## config.mk

```make
export PLATFORM = sky130hd
export DESIGN_NAME = keyed_tag_table_top
export DESIGN_NICKNAME = d
export VERILOG_FILES = /design/src/hdl/ktt_pkg.sv /design/src/hdl/ktt_cell.sv /design/src/hdl/keyed_tag_table_top.sv
export SDC_FILE = /design/constraint.sdc
export NUM_CORES = 1
export LEC_CHECK = 0
export BUFFER_PORTS_ARGS = -buffer_cell sky130_fd_sc_hd__clkbuf_2
export CAP_MARGIN = 10
export CELL_PAD_IN_SITES_DETAIL_PLACEMENT = 2
export CELL_PAD_IN_SITES_GLOBAL_PLACEMENT = 2
export CORE_MARGIN = 8
export CORE_UTILIZATION = 48
export CTS_BUF_LIST = sky130_fd_sc_hd__clkbuf_8
export DETAILED_ROUTE_END_ITERATION = 16
export PLACE_DENSITY_LB_ADDON = 0.1
export SETUP_SLACK_MARGIN = 0.5
export SLEW_MARGIN = 20
export SYNTH_ARGS = -nofsm -noshare
export SYNTH_HDL_FRONTEND = slang
export SYNTH_SLANG_ARGS = --single-unit
```

## constraint.sdc

```tcl
create_clock -name clk_i -period 10 [get_ports clk_i]
set_input_delay 0.5 -clock clk_i [delete_from_list [all_inputs] [get_ports clk_i]]
set_output_delay 0.5 -clock clk_i [all_outputs]
set_load 0.02 [all_outputs]
```

## src/hdl/ktt_pkg.sv

```systemverilog
// ----------------------------------------------------------------------------
// ktt_pkg
// types and constants shared by the keyed tag table and its cells
// ----------------------------------------------------------------------------
package ktt_pkg;

  localparam int unsigned KEY_W = 64;
  localparam int unsigned TAG_W = 4;
  localparam int unsigned ST_W  = 3;

  typedef enum logic {
    ACT_LOOKUP = 1'b0,
    ACT_SET    = 1'b1
  } act_e;

  typedef enum logic [ST_W-1:0] {
    ST_HIT      = 3'd0,
    ST_MISS     = 3'd1,
    ST_UPDATED  = 3'd2,
    ST_APPENDED = 3'd3,
    ST_DROPPED  = 3'd4
  } status_e;

  // item walking down the row of cells
  typedef struct packed {
    logic             vld;
    act_e             act;
    logic [KEY_W-1:0] key;
    logic [TAG_W-1:0] tag;
    logic [TAG_W-1:0] res_tag;
    status_e          st;
    logic             done;
  } tok_t;

endpackage

```

## src/hdl/ktt_cell.sv

```systemverilog
// ----------------------------------------------------------------------------
// ktt_cell
// one table entry: compares, updates or appends as the item passes by
// ----------------------------------------------------------------------------
module ktt_cell #(
  parameter int unsigned CNT_W = 4,
  parameter int unsigned IDX   = 0
) (
  input  logic               clk_i,
  input  logic               rst_ni,
  input  logic [CNT_W-1:0]   fill_i,
  input  ktt_pkg::tok_t      tok_i,
  output ktt_pkg::tok_t      tok_o
);
  import ktt_pkg::*;

  localparam logic [CNT_W-1:0] MyIdx = CNT_W'(IDX);

  logic [KEY_W-1:0] key_q;
  logic [TAG_W-1:0] tag_q;
  tok_t             tok_d;
  tok_t             tok_q;
  logic             vld_q;
  logic             active;
  logic             hit;
  logic             app;

  assign active = tok_i.vld && !tok_i.done;
  // only filled entries take part in the compare
  assign hit    = active && (MyIdx < fill_i) && (key_q == tok_i.key);
  // first empty entry takes the key of an unmatched set
  assign app    = active && !hit && (MyIdx == fill_i) && (tok_i.act == ACT_SET);

  always_comb begin
    tok_d = tok_i;
    if (hit) begin
      tok_d.done = 1'b1;
      if (tok_i.act == ACT_SET) begin
        tok_d.res_tag = tok_i.tag;
        tok_d.st      = ST_UPDATED;
      end else begin
        tok_d.res_tag = tag_q;
        tok_d.st      = ST_HIT;
      end
    end else if (app) begin
      tok_d.done    = 1'b1;
      tok_d.res_tag = tok_i.tag;
      tok_d.st      = ST_APPENDED;
    end
  end

  always_ff @(posedge clk_i) begin
    if (app) begin
      key_q <= tok_i.key;
    end
    if (app || (hit && (tok_i.act == ACT_SET))) begin
      tag_q <= tok_i.tag;
    end
    tok_q <= tok_d;
  end

  always_ff @(posedge clk_i or negedge rst_ni) begin
    if (!rst_ni) begin
      vld_q <= 1'b0;
    end else begin
      vld_q <= tok_i.vld;
    end
  end

  always_comb begin
    tok_o     = tok_q;
    tok_o.vld = vld_q;
  end

endmodule

```

## src/hdl/keyed_tag_table_top.sv

```systemverilog
// ----------------------------------------------------------------------------
// keyed_tag_table_top
// append-only keyed table mapping a 64-bit key to a 4-bit tag
// ----------------------------------------------------------------------------
//  channel   dir  handshake               payload
//  s_axis    in   tvalid / tready         tuser: action; tdata: page_key, tag_in
//  m_axis    out  tvalid / tready         tuser: status; tdata: tag_out
//  cfg       in   cfg_we_i                cfg_wdata_i: unset_tag
//
//  an item walks the row of TABLE_DEPTH cells, one cell a cycle, then a
//  result stage; one item in flight.
//  the result waits in an output register while the next item walks.
//  reset clears the fill count and the unset tag; entries are not cleared.
//  a stalled output holds the next result in the result stage.
module keyed_tag_table_top #(
  parameter int unsigned TABLE_DEPTH = 8
) (
  input  logic        clk_i,
  input  logic        rst_ni,
  input  logic        s_axis_tvalid,
  output logic        s_axis_tready,
  input  logic [71:0] s_axis_tdata,   // [63:0] page_key, [67:64] tag_in, rest zero
  input  logic [0:0]  s_axis_tuser,   // [0] action
  output logic        m_axis_tvalid,
  input  logic        m_axis_tready,
  output logic [7:0]  m_axis_tdata,   // [3:0] tag_out, rest zero
  output logic [2:0]  m_axis_tuser,   // [2:0] status
  input  logic        cfg_we_i,
  input  logic [3:0]  cfg_wdata_i
);
  import ktt_pkg::*;

  localparam int unsigned CNT_W = $clog2(TABLE_DEPTH + 1);
  localparam logic [CNT_W-1:0] FullCnt = CNT_W'(TABLE_DEPTH);

  tok_t             chain [TABLE_DEPTH+1];
  tok_t             exit_tok;
  logic             accept;
  logic             busy_q;
  logic [CNT_W-1:0] fill_q;
  logic [TAG_W-1:0] unset_q;
  logic             exit_app;
  logic [TAG_W-1:0] res_tag;
  status_e          res_st;
  logic             pend_vld_q;
  logic [TAG_W-1:0] pend_tag_q;
  status_e          pend_st_q;
  logic             out_vld_q;
  logic [TAG_W-1:0] out_tag_q;
  status_e          out_st_q;
  logic             out_free;
  logic             move;

  assign s_axis_tready = !busy_q;
  assign accept        = s_axis_tvalid && s_axis_tready;

  always_comb begin
    chain[0].vld     = accept;
    chain[0].act     = act_e'(s_axis_tuser[0]);
    chain[0].key     = s_axis_tdata[KEY_W-1:0];
    chain[0].tag     = s_axis_tdata[KEY_W+TAG_W-1:KEY_W];
    chain[0].res_tag = '0;
    chain[0].st      = ST_HIT;
    chain[0].done    = 1'b0;
  end

  for (genvar g = 0; g < TABLE_DEPTH; g++) begin : g_cell
    ktt_cell #(
      .CNT_W (CNT_W),
      .IDX   (g)
    ) u_cell (
      .clk_i  (clk_i),
      .rst_ni (rst_ni),
      .fill_i (fill_q),
      .tok_i  (chain[g]),
      .tok_o  (chain[g+1])
    );
  end

  assign exit_tok = chain[TABLE_DEPTH];
  assign exit_app = exit_tok.vld && exit_tok.done && (exit_tok.st == ST_APPENDED);

  // an unresolved set only gets here when the table is full
  always_comb begin
    if (exit_tok.done) begin
      res_tag = exit_tok.res_tag;
      res_st  = exit_tok.st;
    end else if (exit_tok.act == ACT_SET) begin
      res_tag = '0;
      res_st  = ST_DROPPED;
    end else begin
      res_tag = unset_q;
      res_st  = ST_MISS;
    end
  end

  assign out_free = !out_vld_q || m_axis_tready;
  assign move     = pend_vld_q && out_free;

  always_ff @(posedge clk_i or negedge rst_ni) begin
    if (!rst_ni) begin
      busy_q     <= 1'b0;
      fill_q     <= '0;
      unset_q    <= '0;
      pend_vld_q <= 1'b0;
      out_vld_q  <= 1'b0;
    end else begin
      if (accept) begin
        busy_q <= 1'b1;
      end else if (move) begin
        busy_q <= 1'b0;
      end
      if (exit_app) begin
        fill_q <= fill_q + CNT_W'(1);
      end
      if (cfg_we_i) begin
        unset_q <= cfg_wdata_i;
      end
      if (exit_tok.vld) begin
        pend_vld_q <= 1'b1;
      end else if (move) begin
        pend_vld_q <= 1'b0;
      end
      if (move) begin
        out_vld_q <= 1'b1;
      end else if (m_axis_tready) begin
        out_vld_q <= 1'b0;
      end
    end
  end

  always_ff @(posedge clk_i) begin
    if (exit_tok.vld) begin
      pend_tag_q <= res_tag;
      pend_st_q  <= res_st;
    end
    if (move) begin
      out_tag_q <= pend_tag_q;
      out_st_q  <= pend_st_q;
    end
  end

  assign m_axis_tvalid = out_vld_q;
  assign m_axis_tdata  = {4'b0, out_tag_q};
  assign m_axis_tuser  = out_st_q;

`ifndef SYNTH
  a_fill_max: assert property (@(posedge clk_i) disable iff (!rst_ni)
    fill_q <= FullCnt)
    else $error("fill count beyond table depth");

  a_accept_busy: assert property (@(posedge clk_i) disable iff (!rst_ni)
    accept |=> busy_q)
    else $error("item accepted but block not busy");

  a_exit_busy: assert property (@(posedge clk_i) disable iff (!rst_ni)
    exit_tok.vld |-> (busy_q && !pend_vld_q))
    else $error("item left the cells with no item in flight");

  a_fill_step: assert property (@(posedge clk_i) disable iff (!rst_ni)
    (fill_q != $past(fill_q)) |-> $past(exit_app))
    else $error("fill count moved without an append");

  a_drop_full: assert property (@(posedge clk_i) disable iff (!rst_ni)
    (exit_tok.vld && !exit_tok.done && (exit_tok.act == ACT_SET)) |-> (fill_q == FullCnt))
    else $error("set dropped while table has room");
`endif

endmodule
```

==> flow_metrics.py, run 1 <==
metrics = {
    "sta": {
        "finClkSkew_ns": 0.04560,
        "max_freq_ghz": 0.2476,
        "min_period_ns": 4.039,
        "hold_viol_final": 0,
        "report.final.slew_viol_count": 0,
        "worst_pin_slew_ns": 1.087,
        "rsz0062_at_grt": "no",
        "setup_violations": 0,
        "period_share": 0.4039,
        "slew_headroom": 0.2730,
        "fin_setup_tns_ns": 0,
    },
    "route": {
        "dr.first_iter.drc_count": 852,
        "via_per_inst": 5.093,
        "detail-route-antenna-nets": 0,
        "totalWireLength_microns": 93380,
        "num_vias": 18700,
        "route.detailed.drc": 0,
        "dr.pass1.iters": 8,
        "wl_per_cell_microns": 25.43,
    },
    "clocking": {
        "cts_tree": "built",
        "cts.sinks": 1117,
        "worstSkewPairLatency_ns": 0.78,
        "hold_buffers": 78,
        "cts_resized": 0,
        "numCtsBuffers": 174,
        "h-tree-depth": 4,
        "cts_root_buf": "clkbuf_8",
        "clkTransAtPathRegs_ns": 0.06,
        "postCtsSetupBuffers": 0,
        "clockBufferDepth": 3,
    },
    "critical_path": {
        "end_kind": "flip-flop",
        "worst_setup_path_start_kind": "flip-flop",
        "path_class": "flip-flop to flip-flop",
        "required_ns": 10.38,
        "crit_arrival_ns": 4.42,
        "path_max_fanout": 64,
    },
    "finish": {
        "syn2layout_area_growth_pct": 16.32,
        "final_common_cell": "edfxtp_1",
        "drive_gt1_frac": 0.1292,
        "fillCellCount": 6462,
        "nets": 2636,
        "final_cell_mix": "edfxtp_1, dfxtp_1, xor2_1, clkbuf_8, xnor2_1",
    },
    "yosys": {
        "synth_edf_count": 558,
        "synth-seq-cells": 1117,
        "ys.flop_type": "edfxtp_1",
        "netlist_area_sq_um": 35840,
        "yosysWarnings": 0,
        "ys_types": 60,
        "syn_area_per_cell_sq_um": 16.22,
        "synth_cells": 2210,
        "seq_area_frac_synth": 0.7825,
        "synthArstFlopShare": 0.01701,
    },
    "global_route": {
        "grt_pass1_wl_microns": 140700,
        "antenna_found_initial": 1,
        "grt_max_degree": 73,
        "grt_overflow_total": 0,
        "grt_usage": 0.2270,
        "grt_pass1_vias": 21662,
    },
    "floorplanning": {
        "die_y_microns": 289.2,
        "num_rows": 100,
        "dieWidth_microns": 289.2,
        "io_pins": 95,
        "coreArea_sq_um": 74200,
        "initial_core_util": 0.4830,
        "dieArea_sq_um": 83660,
    },
    "run_status": {
        "outcome": "completed",
    },
    "power_and_ir_drop": {
        "power_density_nw_per_um2": 220.1,
        "total_leakage_power_nw": 15.61,
        "peakVddDrop_uv": 140.8,
        "power.total_mw": 9.175,
    },
    "place": {
        "portBuffers": 86,
        "detailed_place_hpwl_microns": 64140,
        "gp_congestion": 0.8920,
    },
    "flow_run": {
        "drv_cap": 0,
    },
    "worst_hold_path": {
        "hold_path_class": "input port to flip-flop",
    },
}
[registers in the layout (all words and copies together) (netlist names)]
register             count
g_cell.u_cell.tok_o    540
g_cell.u_cell.key_q    512
g_cell.u_cell.tag_q     32
g_cell.u_cell.vld_q      8
fill_q                   4
out_tag_q                4
pend_tag_q               4
unset_q                  4
m_axis_tuser             3
pend_st_q                3
busy_q                   1
m_axis_tvalid            1
pend_vld_q               1
[metal layers]
metal | up-vias | GRT usage | part of all wire | routed length, microns
li1 | 8615 | - | - | -
met1 | 9550 | 0.2567 | 0.39 | 36580
met2 | 369 | 0.4223 | 0.54 | 50640
met3 | 166 | 0.04297 | 0.032 | 2950
met4 | 0 | 0.08362 | 0.034 | 3209
met5 | - | 0 | 0 | 0
[worst paths after layout]
kind | startpoint | to | slack, ns | cells past startpoint
hold reg to reg | g_cell[2].u_cell.tok_o[34] | g_cell[3].u_cell.tok_o[34] | 0.37 | 0
setup / recovery | fill_q[3] | g_cell[6].u_cell.key_q[35] | 5.96 | 7
max in group asynchronous | rst_ni | g_cell[2].u_cell.vld_q | 9.27 | 2
hold / removal | cfg_we_i | unset_q[2] | 0.07 | 2
setup reg to reg | fill_q[3] | g_cell[6].u_cell.key_q[35] | 5.96 | 7
min in group asynchronous | rst_ni | unset_q[1] | 0.29 | 2
[worst max-delay path, cell delays in order, from the launching register on]
cell	delay (ns)
dfrtp_1	0.53
nor2_1	0.33
a2111oi_0	0.40
or4b_2	0.64
nor4_1	0.25
nand3_1	0.58
and2_2	0.47
buf_4	0.35
[kinds of logic (layout without fill, tap and decap cells)]
kind of cell | count (synthesis) | in the layout | share of synthesized area
AND/OR/NAND/NOR | 438 | 438 | 0.06976
AO/OA/AOI/OAI | 106 | 106 | 0.02454
multiplexers | 6 | 6 | 0.001990
flip-flops | 1117 | 1117 | 0.7825
XOR/XNOR | 452 | 452 | 0.1105
adder cells (fa/ha/maj) | 3 | 3 | 0.001048
buffers and inverters | 87 | 576 | 0.009601
other | 1 | 5 | 0.0001046
[per-stage QoR]
| step | std cells | hold WS (ns) | setup slack, ns | util | area [sq um] |
|---|---|---|---|---|---|
| after floorplan | 2213 | 0.2044 | 1.385 | - | 35850 |
| after global placement | 3266 | 0.3584 | 6.260 | 0.5057 | 37520 |
| after detailed placement | 3266 | 0.3639 | 6.101 | 0.5058 | 37530 |
| after CTS | 3671 | 0.0004767 | 6.047 | 0.5618 | 41680 |
| after global routing | 3672 | 0.02225 | 5.652 | 0.5618 | 41680 |
| final | 3672 | 0.07147 | 5.961 | 0.5618 | 41680 |
[power by group]
part | switching [mW] | leakage, nW | internal, mW | total [mW]
logic | 0.184 | 3.74 | 0.142 | 0.326
registers | 0.177 | 9.81 | 5.00 | 5.18
clock network | 1.78 | 2.06 | 1.89 | 3.67
[cell type report]
class | instances | area (sq um) | area share
clock inverter | 123 | 563.0 | 0.01351
antenna | 1 | 2.502 | 0.00006003
sequential | 1117 | 28040 | 0.6727
multi-input combinational | 1009 | 7485 | 0.1796
tap | 969 | 1212 | 0.02909
clock buffer | 204 | 2808 | 0.06736
timing repair buffer | 175 | 1294 | 0.03104
inverter | 74 | 277.8 | 0.006664
[cells in the mapped netlist, types with 3 or more instances]
cell type,count,area [sq um]
a2111oi_0,14,122.6
a211o_1,4,35.03
a21o_1,5,37.54
a21oi_1,10,50.05
a221o_1,6,60.06
a221oi_1,5,43.79
a222oi_1,5,50.05
a22o_1,7,61.31
a22oi_1,3,22.52
and2_1,4,25.02
and3_1,10,62.56
buf_4,4,30.03
clkbuf_1,6,22.52
dfrtp_1,19,475.5
dfxtp_1,540,10810
edfxtp_1,558,16760
ha_1,3,37.54
inv_1,74,277.8
mux2_2,5,56.30
nand2_1,38,142.6
nand2b_1,20,125.1
nand3_1,31,155.2
nand4_1,77,481.7
nand4b_1,3,26.28
nor2_1,56,210.2
nor2b_1,71,444.2
nor3_1,14,70.07
nor4_1,86,538.0
o2111ai_1,3,26.28
o211a_1,12,120.1
o21a_1,5,37.54
o21ai_0,6,30.03
o22ai_1,9,56.30
or3_1,14,87.58
or4_1,3,22.52
xnor2_1,201,1760
xor2_1,251,2198
(Power assumes the default switching activity.)
==> inputs of run 2 (changes only) <==
- clock period: 10 -> 4.2 ns (I/O delays scaled with it)
==> flow_metrics.py, run 2 (synthesis results as in run 1) <==
metrics = {
    "run_status": {
        "outcome": "completed",
    },
    "floorplanning": {
        "dieArea_sq_um": 83660,
        "num_rows": 100,
        "die_y_microns": 289.2,
        "initial_core_util": 0.4830,
        "io_pins": 95,
        "dieWidth_microns": 289.2,
        "coreArea_sq_um": 74200,
    },
    "global_route": {
        "grt_usage": 0.2318,
        "grt_pass1_vias": 21808,
        "grt_pass1_wl_microns": 142600,
        "antenna_found_initial": 4,
        "grt_overflow_total": 0,
        "grt_max_degree": 73,
    },
    "power_and_ir_drop": {
        "total_leakage_power_nw": 15.75,
        "peakVddDrop_uv": 304.3,
        "power_density_nw_per_um2": 525.4,
    },
    "critical_path": {
        "r2r-end": "g_cell[5].u_cell.tag_q[0]",
        "r2r-start": "fill_q[2]",
        "path_cells": "nor2b_1 > a2111oi_0 > nand4_1 > nor4_1 > nand4_1 > buf_4 > o21ai_1",
        "rr_worst_depth": 7,
        "worst_setup_path_start_kind": "flip-flop",
        "cp_num_cells": 7,
        "required_ns": 4.63,
        "rrSetupSlack_ns": 0.75,
        "crit_arrival_ns": 3.89,
        "end_kind": "flip-flop",
        "cpPeakStageDelay_ns": 1.01,
        "path_class": "flip-flop to flip-flop",
        "cp_top_family": "compound AO/OA/AOI/OAI gates",
        "path_buf_inv": 1,
        "cp_slowest_cell": "a2111oi_0",
        "path_common_cell": "nand4_1",
        "path_max_fanout": 13,
    },
    "sta": {
        "report.final.slew_viol_count": 0,
        "min_period_ns": 3.454,
        "worst_pin_slew_ns": 1.124,
        "period_share": 0.8225,
        "fin_setup_tns_ns": 0,
        "max_freq_ghz": 0.2895,
        "hold_viol_final": 0,
        "finClkSkew_ns": 0.03870,
        "slew_headroom": 0.2312,
        "rsz0062_at_grt": "no",
        "setup_violations": 0,
    },
    "place": {
        "dp.cells": 3278,
        "gp_congestion": 0.8501,
        "portBuffers": 86,
        "detailed_place_hpwl_microns": 66410,
    },
    "route": {
        "num_vias": 18788,
        "totalWireLength_microns": 95130,
        "dr.first_iter.drc_count": 932,
        "detail-route-antenna-nets": 0,
        "route.detailed.drc": 0,
        "dr.pass1.iters": 5,
        "wl_per_cell_microns": 25.77,
        "via_per_inst": 5.089,
    },
    "finish": {
        "multi_input_area_sq_um": 7497,
        "final_common_cell": "edfxtp_1",
        "syn2layout_area_growth_pct": 17.14,
        "final_cell_mix": "edfxtp_1, dfxtp_1, xor2_1, clkbuf_8, xnor2_1",
        "drive_gt1_frac": 0.1342,
        "fillCellCount": 6446,
        "stdcell_count": 3692,
        "largest_register_ffs": 540,
        "nets": 2654,
        "seq_area_sq_um": 28040,
    },
    "clocking": {
        "cts_tree": "built",
        "numCtsBuffers": 177,
        "postCtsSetupBuffers": 0,
        "worstSkewPairLatency_ns": 0.81,
        "clkTransAtPathRegs_ns": 0.07,
        "cts.sinks": 1117,
        "clockBufferDepth": 3,
        "h-tree-depth": 4,
        "cts_root_buf": "clkbuf_8",
    },
    "flow_run": {
        "drv_cap": 0,
    },
    "worst_hold_path": {
        "hold_path_class": "input port to async pin",
    },
}
## run 2: report_power, final
group | internal, mW | switching, mW
combinational | 0.345 | 0.450
clock | 4.66 | 4.28
sequential | 11.9 | 0.418
## run 2: worst max path at each step
stage | from | to | slack, ns
2_1_floorplan | fill_q[1] | g_cell[7].u_cell.tag_q[0] | 0.51
3_3_place_gp | g_cell[2].u_cell.key_q[16] | g_cell[2].u_cell.key_q[16] | 0.88
3_5_place_dp | fill_q[2] | g_cell[5].u_cell.tag_q[0] | 0.72
4_1_cts | fill_q[2] | g_cell[5].u_cell.tag_q[0] | 0.66
5_1_grt | fill_q[2] | g_cell[5].u_cell.tag_q[1] | 0.58
6_report | fill_q[2] | g_cell[5].u_cell.tag_q[0] | 0.75
## run 2: repair_timing
item                      4_1_cts  5_1_grt
hold buffers                   81        0
resized for setup               0        0
hold endpoints to repair      170        0
## run 2: final cells by class
cell class,instances,share of cell area
flip-flops and latches,1117,0.6680
diodes,4,0.0002384
repair buffers,190,0.03535
clock inverters,116,0.01252
clock buffers,213,0.06983
multi-input cells,1009,0.1786
well taps,969,0.02888
inverters,74,0.006617
## run 2: metal layers
layer / up-vias / track usage / wire length [microns]
li1: 8674 / - / -
met1: 9519 / 0.2589 / 37070
met2: 407 / 0.4166 / 49980
met3: 188 / 0.04320 / 3241
met4: 0 / 0.1249 / 4845
met5: - / 0 / 0
## run 2: worst reg2reg max path: cells and delay by family (launching register included)
kind                   cells  cell delay, ns
buffers and inverters      1            0.27
DFF                        1            0.48
and+or+nand+nor            4            0.83
AOI/OAI and AO/OA          2            1.51
## run 2: stage by stage
stage | utilization | instance area [sq um] | setup WS [ns] | hold slack, ns | power (mW)
6_report | 0.5658 | 41980 | 0.7457 | 0.04267 | 22.06
5_1_grt | 0.5657 | 41980 | 0.5765 | 0.01226 | 22.86
2_1_floorplan | - | 35880 | 0.5119 | -0.08559 | 12.77
4_1_cts | 0.5657 | 41980 | 0.6646 | 0.002508 | 22.23
3_3_place_gp | 0.5082 | 37710 | 0.8767 | 0.2179 | 13.19
3_5_place_dp | 0.5082 | 37710 | 0.7184 | 0.2337 | 13.27
